===== src/hw/rtl/mvcd_pkg.sv =====
package mvcd_pkg;

	localparam int WINDOW_BITS = 24;
	localparam int CODE_BITS   = 12;
	localparam int MAG_COUNT   = 32;
	localparam int RES_MAX     = 6;

	localparam logic [0:0] REG_FCODE = 1'b0;

	typedef struct packed {
		logic [WINDOW_BITS-1:0] bit_window;
		logic signed [11:0]     predictor;
	} item_t;

	typedef struct packed {
		logic signed [11:0] vector_value;
		logic [4:0]         bits_used;
		logic               invalid_code;
	} result_t;

	typedef logic [MAG_COUNT:1][CODE_BITS:0] bound_t;

	typedef struct packed {
		logic [WINDOW_BITS-1:0] bit_window;
		logic signed [11:0]     predictor;
		logic                   zero_flag;
		logic                   invalid;
		logic [MAG_COUNT:1]     below_end;
		logic [MAG_COUNT:1]     at_mid;
	} s1_t;

	typedef struct packed {
		logic [WINDOW_BITS-1:0] bit_window;
		logic signed [11:0]     predictor;
		logic                   invalid;
		logic                   nonzero;
		logic                   neg;
		logic [5:0]             mag;
		logic [4:0]             used;
	} s2_t;

	typedef struct packed {
		logic signed [11:0] predictor;
		logic signed [12:0] mvd;
		logic [4:0]         used;
		logic               invalid;
	} s3_t;

	// code length after the leading zero for magnitude 1..32
	function automatic logic [3:0] mag_len(input logic [5:0] m);
		logic [3:0] len;
		priority if (m <= 6'd1) len = 4'd2;
		else if (m <= 6'd2) len = 4'd3;
		else if (m <= 6'd3) len = 4'd4;
		else if (m <= 6'd4) len = 4'd6;
		else if (m <= 6'd7) len = 4'd7;
		else if (m <= 6'd10) len = 4'd9;
		else if (m <= 6'd24) len = 4'd10;
		else if (m <= 6'd30) len = 4'd11;
		else len = 4'd12;
		return len;
	endfunction

	// first code past the negative range of each magnitude
	function automatic bound_t mvd_end_table();
		bound_t t;
		logic [CODE_BITS:0] pos;
		pos = 13'd4;
		t = '0;
		for (int m = MAG_COUNT; m >= 1; m--) begin
			pos = pos + (13'd2 << (4'd12 - mag_len(6'(m))));
			t[m] = pos;
		end
		return t;
	endfunction

	// first code of the negative range of each magnitude
	function automatic bound_t mvd_mid_table();
		bound_t t;
		logic [CODE_BITS:0] pos;
		pos = 13'd4;
		t = '0;
		for (int m = MAG_COUNT; m >= 1; m--) begin
			t[m] = pos + (13'd1 << (4'd12 - mag_len(6'(m))));
			pos = pos + (13'd2 << (4'd12 - mag_len(6'(m))));
		end
		return t;
	endfunction

endpackage


===== src/hw/rtl/mvcd_match.sv =====
module mvcd_match import mvcd_pkg::*; (
	input  logic  clk,
	input  logic  en,
	input  item_t d,
	output s1_t   q_s1
);

	localparam bound_t EndTbl = mvd_end_table();
	localparam bound_t MidTbl = mvd_mid_table();

	logic [CODE_BITS-1:0] code;
	s1_t                  nxt;

	assign code = d.bit_window[WINDOW_BITS-2 -: CODE_BITS];

	always_comb begin
		nxt.bit_window = d.bit_window;
		nxt.predictor  = d.predictor;
		nxt.zero_flag  = d.bit_window[WINDOW_BITS-1];
		nxt.invalid    = !d.bit_window[WINDOW_BITS-1] && (code < 12'd4);
		for (int m = 1; m <= MAG_COUNT; m++) begin
			nxt.below_end[m] = {1'b0, code} < EndTbl[m];
			nxt.at_mid[m]    = {1'b0, code} >= MidTbl[m];
		end
	end

	always_ff @(posedge clk) begin
		if (en) begin
			q_s1 <= nxt;
		end
	end

endmodule


===== src/hw/rtl/mvcd_select.sv =====
module mvcd_select import mvcd_pkg::*; (
	input  logic clk,
	input  logic en,
	input  s1_t  d_s1,
	output s2_t  q_s2
);

	s2_t        nxt;
	logic [5:0] mag;
	logic       neg;

	// highest magnitude whose range still ends above the code
	always_comb begin
		mag = 6'd0;
		neg = 1'b0;
		for (int m = 1; m <= MAG_COUNT; m++) begin
			if (d_s1.below_end[m]) begin
				mag = 6'(m);
				neg = d_s1.at_mid[m];
			end
		end
	end

	always_comb begin
		nxt.bit_window = d_s1.bit_window;
		nxt.predictor  = d_s1.predictor;
		nxt.invalid    = d_s1.invalid;
		nxt.nonzero    = !d_s1.zero_flag && !d_s1.invalid;
		nxt.neg        = neg;
		nxt.mag        = mag;
		nxt.used       = nxt.nonzero ? 5'd1 + {1'b0, mag_len(mag)} : 5'd1;
	end

	always_ff @(posedge clk) begin
		if (en) begin
			q_s2 <= nxt;
		end
	end

endmodule


===== src/hw/rtl/mvcd_scale.sv =====
module mvcd_scale import mvcd_pkg::*; (
	input  logic       clk,
	input  logic       en,
	input  logic [2:0] fc_m1,
	input  s2_t        d_s2,
	output s3_t        q_s3
);

	logic [WINDOW_BITS-1:0] aligned;
	logic [RES_MAX-1:0]     res;
	logic [12:0]            mag_mvd;
	s3_t                    nxt;

	always_comb begin
		aligned = d_s2.bit_window << d_s2.used;
		res     = aligned[WINDOW_BITS-1 -: RES_MAX] >> (3'd6 - fc_m1);
		mag_mvd = ({7'd0, d_s2.mag - 6'd1} << fc_m1) + {7'd0, res} + 13'd1;

		nxt.predictor = d_s2.predictor;
		nxt.invalid   = d_s2.invalid;
		if (!d_s2.nonzero) begin
			nxt.mvd  = '0;
			nxt.used = d_s2.used;
		end else begin
			nxt.mvd  = d_s2.neg ? -$signed(mag_mvd) : $signed(mag_mvd);
			nxt.used = d_s2.used + {2'b00, fc_m1};
		end
	end

	always_ff @(posedge clk) begin
		if (en) begin
			q_s3 <= nxt;
		end
	end

endmodule


===== src/hw/rtl/mvcd_recon.sv =====
module mvcd_recon import mvcd_pkg::*; (
	input  logic       clk,
	input  logic       en,
	input  logic [2:0] fc_m1,
	input  s3_t        d_s3,
	output result_t    q_s4
);

	logic signed [13:0] half_range;
	logic signed [13:0] lo_bound;
	logic signed [13:0] hi_bound;
	logic signed [13:0] sum_a;
	logic signed [13:0] sum_b;
	logic signed [13:0] sum_c;
	result_t            nxt;

	// wrap once into [-32*scale, 32*scale-1]
	always_comb begin
		half_range = $signed(14'd32 << fc_m1);
		lo_bound   = -half_range;
		hi_bound   = half_range - 14'sd1;
		sum_a      = 14'(d_s3.predictor) + 14'(d_s3.mvd);
		sum_b      = (sum_a < lo_bound) ? sum_a + (half_range <<< 1) : sum_a;
		sum_c      = (sum_b > hi_bound) ? sum_b - (half_range <<< 1) : sum_b;

		nxt.vector_value = sum_c[11:0];
		nxt.bits_used    = d_s3.used;
		nxt.invalid_code = d_s3.invalid;
	end

	always_ff @(posedge clk) begin
		if (en) begin
			q_s4 <= nxt;
		end
	end

endmodule


===== src/hw/rtl/motion_vector_component_decode_unit.sv =====
// Decodes one motion vector component per beat: the top bit of bit_window
// (MSB first) and the following 12-bit VLC code give the difference, an
// fcode-1 bit residual follows when fcode exceeds 1, and the scaled
// difference plus predictor is wrapped into the fcode range. The block is a
// four-stage pipeline (code compare, magnitude select, residual and scale,
// add and wrap): a result is offered from the add and wrap stage register
// once its item has passed every stage, and one item is taken every cycle while
// the output side keeps up. Each stage holds its beat under stall and empty
// stages still fill. The fcode register sits at byte address 0 of the APB
// port; fcode 0 acts as 1.
module motion_vector_component_decode_unit import mvcd_pkg::*; (
	input  logic        clk,
	input  logic        arst_n,

	input  logic        item_valid,
	output logic        item_stall,
	input  item_t       item,

	output logic        result_valid,
	input  logic        result_stall,
	output result_t     result,

	input  logic        psel,
	input  logic        penable,
	input  logic        pwrite,
	input  logic [2:0]  paddr,
	input  logic [31:0] pwdata,
	output logic [31:0] prdata,
	output logic        pready
);

	logic [2:0] fcode_q;
	logic [2:0] fc_m1;

	logic valid_s1, valid_s2, valid_s3, valid_s4;
	logic ready_s1, ready_s2, ready_s3, ready_s4;

	s1_t     pipe_s1;
	s2_t     pipe_s2;
	s3_t     pipe_s3;
	result_t pipe_s4;

	assign pready = 1'b1;
	assign prdata = (paddr[2] == REG_FCODE) ? {29'd0, fcode_q} : 32'd0;

	always_ff @(posedge clk or negedge arst_n) begin
		if (!arst_n) begin
			fcode_q <= 3'd1;
		end else if (psel && penable && pwrite && pready && paddr[2] == REG_FCODE) begin
			fcode_q <= pwdata[2:0];
		end
	end

	assign fc_m1 = (fcode_q == 3'd0) ? 3'd0 : fcode_q - 3'd1;

	// a stage takes a new beat when empty or when its own beat moves on
	assign ready_s4 = !valid_s4 || !result_stall;
	assign ready_s3 = !valid_s3 || ready_s4;
	assign ready_s2 = !valid_s2 || ready_s3;
	assign ready_s1 = !valid_s1 || ready_s2;

	assign item_stall = !ready_s1;

	always_ff @(posedge clk or negedge arst_n) begin
		if (!arst_n) begin
			valid_s1 <= 1'b0;
			valid_s2 <= 1'b0;
			valid_s3 <= 1'b0;
			valid_s4 <= 1'b0;
		end else begin
			if (ready_s1) valid_s1 <= item_valid;
			if (ready_s2) valid_s2 <= valid_s1;
			if (ready_s3) valid_s3 <= valid_s2;
			if (ready_s4) valid_s4 <= valid_s3;
		end
	end

	mvcd_match u_match (
		.clk  (clk),
		.en   (ready_s1 && item_valid),
		.d    (item),
		.q_s1 (pipe_s1)
	);

	mvcd_select u_select (
		.clk  (clk),
		.en   (ready_s2 && valid_s1),
		.d_s1 (pipe_s1),
		.q_s2 (pipe_s2)
	);

	mvcd_scale u_scale (
		.clk   (clk),
		.en    (ready_s3 && valid_s2),
		.fc_m1 (fc_m1),
		.d_s2  (pipe_s2),
		.q_s3  (pipe_s3)
	);

	mvcd_recon u_recon (
		.clk   (clk),
		.en    (ready_s4 && valid_s3),
		.fc_m1 (fc_m1),
		.d_s3  (pipe_s3),
		.q_s4  (pipe_s4)
	);

	assign result_valid = valid_s4;
	assign result       = pipe_s4;

	a_stall_full: assert property (@(posedge clk) disable iff (!arst_n)
		item_stall == (valid_s1 && valid_s2 && valid_s3 && valid_s4 && result_stall))
		else $error("input stall does not match a full stalled pipeline");

	a_invalid_len: assert property (@(posedge clk) disable iff (!arst_n)
		result_valid && result.invalid_code |-> result.bits_used == 5'd1)
		else $error("invalid code consumed more than the leading bit");

	a_len_range: assert property (@(posedge clk) disable iff (!arst_n)
		result_valid |-> result.bits_used >= 5'd1 && result.bits_used <= 5'd19)
		else $error("bits_used out of range");

	a_advance: assert property (@(posedge clk) disable iff (!arst_n)
		valid_s3 && !valid_s4 |=> valid_s4)
		else $error("beat lost between stage three and the output");

endmodule

===== config.mk =====
export PLATFORM = sky130hd
export DESIGN_NAME = motion_vector_component_decode_unit
export DESIGN_NICKNAME = d
export VERILOG_FILES = /design/src/hw/rtl/mvcd_pkg.sv /design/src/hw/rtl/mvcd_match.sv /design/src/hw/rtl/mvcd_select.sv /design/src/hw/rtl/mvcd_scale.sv /design/src/hw/rtl/mvcd_recon.sv /design/src/hw/rtl/motion_vector_component_decode_unit.sv
export SDC_FILE = /design/constraint.sdc
export NUM_CORES = 1
export LEC_CHECK = 0
export BUFFER_PORTS_ARGS = -buffer_cell sky130_fd_sc_hd__buf_2
export CAP_MARGIN = 10
export CORE_UTILIZATION = 30
export CTS_BUF_LIST = sky130_fd_sc_hd__clkbuf_4
export CTS_CLUSTER_DIAMETER = 150
export CTS_CLUSTER_SIZE = 8
export DETAILED_ROUTE_END_ITERATION = 10
export GPL_TIMING_DRIVEN = 0
export SYNTH_ARGS = -nofsm -noshare
export SYNTH_HDL_FRONTEND = slang
export SYNTH_SLANG_ARGS = --single-unit

===== constraint.sdc =====
create_clock -name clk -period 8.2 [get_ports clk]
set_clock_uncertainty 0.2 [all_clocks]
set_input_delay 1.64 -clock clk [delete_from_list [all_inputs] [get_ports clk]]
set_output_delay 1.64 -clock clk [all_outputs]
set_load 0.02 [all_outputs]

# ---- Yosys cells after proc, flatten, opt, wreduce, memory -nomap -nowiden
# Index checks and enable logic that the tools add are counted.
dict set report op_classes {
  shift 4
  n_mux 76
  reduce_logical 23
  bitwise_logic 1
  magnitude_cmp 74
  add_sub_neg 13
  div_mod_pow 0
  n_mul 0
  n_eq_ne 0
}
# operator count
set op_table {}
lappend op_table {{12-bit by 7-bit greater-or-equal comparator with 1-bit output (second input constant)} 8}
lappend op_table {{12-bit by 7-bit less-than comparator with 1-bit output (second input constant)} 8}
lappend op_table {{5-bit two-way mux} 17}
lappend op_table {{12-bit by 8-bit greater-or-equal comparator with 1-bit output (second input constant)} 6}
lappend op_table {{12-bit by 8-bit less-than comparator with 1-bit output (second input constant)} 6}
lappend op_table {{4-bit two-way mux} 15}
lappend op_table {{12-bit by 5-bit greater-or-equal comparator with 1-bit output (second input constant)} 4}
lappend op_table {{12-bit by 6-bit greater-or-equal comparator with 1-bit output (second input constant)} 4}
lappend op_table {{12-bit by 5-bit less-than comparator with 1-bit output (second input constant)} 4}
lappend op_table {{12-bit by 6-bit less-than comparator with 1-bit output (second input constant)} 4}
lappend op_table {{12-bit by 9-bit greater-or-equal comparator with 1-bit output (second input constant)} 3}
lappend op_table {{12-bit by 9-bit less-than comparator with 1-bit output (second input constant)} 3}
lappend op_table {{1-bit two-way mux} 31}
lappend op_table {{12-bit by 3-bit greater-or-equal comparator with 1-bit output (second input constant)} 2}
lappend op_table {{12-bit by 4-bit greater-or-equal comparator with 1-bit output (second input constant)} 2}
lappend op_table {{12-bit by 3-bit less-than comparator with 1-bit output (second input constant)} 2}
lappend op_table {{12-bit by 4-bit less-than comparator with 1-bit output (second input constant)} 2}
lappend op_table {{24-bit by 5-bit left shift with 24-bit output} 1}
lappend op_table {{3-bit two-way mux} 7}
lappend op_table {{12-bit by 13-bit adder with 14-bit output} 1}
lappend op_table {{14-bit adder} 1}
lappend op_table {{14-bit > comparator} 1}
lappend op_table {{14-bit less-than comparator} 1}
lappend op_table {{14-bit two-way mux} 1}
lappend op_table {{other kinds (34)} 57}
dict set report word_totals {
  regBits 207
  mem_bits_ro 0
  output_inout_bits 53
  inputBits 78
  ram_bits 0
  latchBits 0
  elab_cells 216
  n_memories 0
}

# ---- Logic depth before layout (Yosys ltp)
dict set report logic_depth {
  ltp_word 41
  depth_mapped 29
  ltp_nobuf 28
}

# ---- Modules after synthesis
# From an unflattened synthesis, not the netlist that was laid out.
dict set report unflattened {
  cells_unflattened 1131
  hier_area_um2 12426.9
}
# mod instances area_per_inst_um2 cells_each seq_area_each_um2
set modules_own_cells {}
lappend modules_own_cells {mvcd_match 1 3663.5 231 3002.9}
lappend modules_own_cells {mvcd_scale 1 3253.1 350 930.9}
lappend modules_own_cells {mvcd_recon 1 2456.1 276 540.5}
lappend modules_own_cells {mvcd_select 1 2434.8 208 1501.4}
lappend modules_own_cells {motion_vector_component_decode_unit 1 619.3 66 176.4}

# ---- Worst setup path before layout
# OpenSTA, ideal clock, no wires.
dict set report synth_path {
  path_type {flip-flop to flip-flop}
  from {register u_scale.q_s3[6] (netlist bit)}
  to {register u_recon.q_s4[17] (netlist bit), data pin}
  n_path_buf 1
  stages_incl_launch_ff 28
  period_less_slack_ns 5.910
  setup_ns 0.263
  t_arrival_ns 5.447
  path_slack_ns 2.290
  required_ns 7.737
  cell_sequence {edfxtp_1 > ha_1 > fa_1 > a211o_1 > a211oi_1 > nor2_1 > o21a_1 > nor2_1 > o21ai_0 > a21o_1 > a21oi_1 > xnor2_1 > ha_1 > nand2_1 > a41oi_1 > o21a_1 > mux2i_1 > ha_1 > a21o_1 > a21o_1 > a221oi_1 > o2111ai_1 > o21ai_0 > a31oi_1 > clkbuf_1 > o2111a_1 > a311oi_1 > xnor2_1}
}
dict set report synth_between {
  elab_chain_cells 5
  elab_cells_between_ends 7
  classes_between {add/sub (3); order compare (2); mux (2)}
}
# item line_no
set synth_lines {}
lappend synth_lines {{from (decl)} mvcd_scale.sv:6} ;# output s3_t q_s3
lappend synth_lines {{from (signal assigned)} mvcd_scale.sv:32} ;# q_s3 <= nxt;
lappend synth_lines {{12-bit by 13-bit adder with 14-bit output (*)} mvcd_recon.sv:22} ;# sum_a = 14'(d_s3.predictor) + 14'(d_s3.mvd);
lappend synth_lines {{14-bit adder / 14-bit less-than comparator (equally long branches)} mvcd_recon.sv:23} ;# sum_b = (sum_a < lo_bound) ? sum_a + (half_range <<< 1) : sum_a;
lappend synth_lines {{14-bit two-way mux (*)} mvcd_recon.sv:23}
lappend synth_lines {{12-bit subtractor / 14-bit > comparator (equally long branches)} mvcd_recon.sv:24} ;# sum_c = (sum_b > hi_bound) ? sum_b - (half_range <<< 1) : sum_b;
lappend synth_lines {{12-bit two-way mux (*)} mvcd_recon.sv:24}
lappend synth_lines {{net u_recon.sum_c[11]} mvcd_recon.sv:14} ;# logic signed [13:0] sum_c;
lappend synth_lines {{to (signal assigned)} mvcd_recon.sv:33} ;# q_s4 <= nxt;
lappend synth_lines {{to (decl)} mvcd_recon.sv:6} ;# output result_t q_s4
# The timed path passes the listed nets; every way through them passes the cells marked *.
# A chain may end at the register's enable or synchronous reset.

# ---- Worst setup path in the final report
# Ends and elaborated chain as after synthesis.

==> summary.md <==
| Metric | Value |
|---|---|
| Post-CTS Setup Inserts | 0 |
| CP Class | reg2reg |
| Die height | 203 um |
| P_leak | approximately 5.3 nW |
| Clock Pin Slew Worst Setup and Hold Paths | 120 ps |
| CP Launch Type | register |
| Vias in the first global route | 8310 |
| Most frequent cells in the layout | edfxtp_1, nand2_1, nor2_1 |
| Max Cap Viol | 0 |
| WP data required | 8470 ps |
| Fin crit period | 6990 ps |
| Synth warn | 0 |
| Mapped Area | 12100 um^2 |
| Post-Layout Cell Count | 1775 |
| Detail Route Antenna Nets | 0 |
| Area growth, synth to finish | 12.3% |
| Drt first-iter violations | 459 |
| CTS Buffer Depth | 3 |
| R2R Setup Slk | 1210 ps |
| Slew @ Worst Pin | 905 ps |
| Worst hold start | u_match.q_s1[84] |
| Total Die Area | 41200 um^2 |
| Synth top area cells | edfxtp_1, ha_1, a21oi_1, nand2_1, o21ai_0 |
| WL final | ~26000 um |
| Crit path launch | u_scale.q_s3[6] |
| Clk_lat worst skew | 730 ps |
| GRT Total Usage | 0.126 |
| Via density | 4.79 |
| Final setup fails | 0 |
| Share of cells above drive strength 1 | 0.164 |
| Hold buffers post-CTS | 0 |
| Async set or reset register ratio after synthesis | 0.0340 |
| Synthesized area per cell | 10.9 um^2 |
| Hold path depth | 0 |
| Routability cong. | 0.856 |
| RSZ-0062 raised after global routing | false |
| Outcome | complete, no violations |
| Reg2Reg Depth | 27 |
| H-Tree Depth | 1 |
| Synth cell types | just over 80 |
| Hold Path Sink | u_select.q_s2[32] |
| FF-to-FF End | u_recon.q_s4[17] |
| Most common cell after layout, fill and taps aside | edfxtp_1 |
| Cell Pwr Density | 302 nW/um^2 |
| CTS root buffer | clkbuf_4 |
| Crit Path Max Fanout | 10 |
| #FFs+latches synth | 206 |
| IO Port Bufs | 69 |
| Clk sink count | 206 |
| Gr ovfl total | 0 |
| Top achievable clock speed | 143 MHz |
| Post-synth EDFFs | 199 |
| Total number of vias | 8505 |
| Register area share after synthesis | 0.508 |
| Net count, final | 1381 |
| Endpoint class of the critical path | register |
| VDD IR max | 0.000196 V |
| Fill cells | 4070 |
| Largest net degree at the start of global routing | 58 |
| Fin. max-slew vios | 0 |
| Total iterations of the first detailed-routing run | 4 |
| CTS buffer count | 29 |
| Reg2reg start | u_scale.q_s3[6] |
| Dominant cell type by area after synthesis | edfxtp_1 |
| Row Count | 73 |
| Arrival time worst endpoint | 7260 ps |
| Slew margin rel. | 0.396 |
| Initial antenna violation count | 1 |
| Worst hold path type | reg2reg |
| Post-detail-place hpwl | 19900 um |
| DR DRC count | 0 |
| DP Cell Count | 1732 |
| TritonCTS clock tree | built |
| Period utilisation layout | 0.853 |
| Final TNS setup | 0 ps |
| Final hold viol count | 0 |
| Width of the die | 203 um |
| Core box area | 39800 um^2 |
| First-pass GRT wire length | 42000 um |
| Finished Core Util | 0.342 |
| Io pins | 131 |
| Cells after Synth | 1107 |
| Mean routed wirelength per cell | 14.6 um |
| Top cell type's share of synthesized area | 0.493 |
| CTS resizes | 0 |
| Ys flop type | edfxtp_1 |
| Initial core utilization | 0.304 |
==> layer usage <==
metal	wire length, um	up-vias	global-route usage
li1	-	4271	-
met1	11600	4035	0.160
met2	12700	149	0.216
met3	1030	50	0.0220
met4	647	0	0.0427
met5	0	-	0
==> worst max path at each step <==
stage | endpoint | slack (ps)
3_5_place_dp | u_recon.q_s4[17] | 1240
2_1_floorplan | u_recon.q_s4[17] | 2290
5_1_grt | u_recon.q_s4[17] | 700
3_3_place_gp | u_recon.q_s4[17] | 1330
4_1_cts | u_recon.q_s4[17] | 1220
6_report | u_recon.q_s4[17] | 1210
==> per-stage QoR <==
| stage | total power, mW | setup WS [ps] | hold slack (ps) | cell area (um^2) |
|---|---|---|---|---|
| after floorplan | 3.08 | 2290 | 200 | 12200 |
| after global placement | 3.51 | 1330 | 203 | 13200 |
| after detailed placement | 3.57 | 1240 | 205 | 13300 |
| after CTS | 4.16 | 1220 | 213 | 13600 |
| after global routing | 4.47 | 700 | 216 | 13600 |
| final | 4.11 | 1210 | 208 | 13600 |
==> worst max-delay path, stage by stage, from the launching register on <==
cell	delay, ps
edfxtp_1	380
ha_1	230
fa_1	420
a211o_1	350
a211oi_1	280
nor2_1	90
o21a_1	170
nor2_1	160
o21ai_0	170
a21o_1	210
a21oi_1	170
xnor2_1	230
ha_1	310
nand2_1	90
nand4b_1	180
o21ai_1	620
nor2_1	130
a21oi_1	310
ha_1	310
a21o_1	160
a221oi_1	370
o2111ai_1	140
o21ai_0	130
a31oi_1	120
clkbuf_1	250
o2111a_1	200
a311oi_1	240
xnor2_1	100
==> where the power goes <==
part	internal (mW)	total [mW]	leakage (nW)	switching, mW
Clock	0.215	0.565	0.181	0.350
Sequential	1.36	1.42	1.94	0.0610
Combinational	0.896	2.13	3.14	1.23
==> cell usage after synthesis, types with 4 or more instances <==
library cell	instances
buf_4	32
o21ai_0	66
xor2_1	16
inv_1	54
or3_1	9
nor2b_1	35
mux4_2	14
nand3_1	14
o211ai_1	13
buf_2	5
nor4_1	7
or2_2	9
clkbuf_1	24
buf_1	4
a21boi_0	4
xnor2_1	33
mux2i_1	21
fa_1	4
o21bai_1	5
nand2b_1	11
a211oi_1	10
ha_1	61
nand2_1	107
mux2_2	13
nor3_1	12
a21o_1	14
nand4_1	5
and3_1	7
o21a_1	14
o31ai_1	8
a31oi_1	4
dfrtp_1	6
a21oi_1	86
nor2_1	87
and2_1	22
o31a_1	4
edfxtp_1	199
==> flip-flops by register name (all words and copies together), names as in the netlist <==
| register | flops |
|---|---|
| u_recon.q_s4 | 18 |
| fcode_q | 3 |
| valid_s1 | 1 |
| valid_s3 | 1 |
| u_select.q_s2 | 50 |
| result_valid | 1 |
| valid_s2 | 1 |
| u_scale.q_s3 | 31 |
| u_match.q_s1 | 100 |
==> final cells by class <==
class | instances | area (um^2) | share of cell area
diodes | 2 | 5.00 | 0.000368
plain buffers | 65 | 370 | 0.0272
clock buffers | 39 | 293 | 0.0215
clock inverters | 2 | 11.3 | 0.000827
inverters | 57 | 214 | 0.0157
multi-input cells | 807 | 5500 | 0.404
flip-flops and latches | 206 | 6150 | 0.452
well taps | 525 | 657 | 0.0483
repair buffers | 72 | 408 | 0.0300
==> cell families after synthesis <==
group,share of synthesized area
AO/OA/AOI/OAI,0.141
flip-flops,0.508
multiplexers,0.0579
adder cells (fa/ha/maj),0.0696
buffers and inverters,0.0482
other,0.000620
AND/OR/NAND/NOR,0.140
XOR/XNOR,0.0354
No activity file was read; power rests on OpenSTA's default activity.
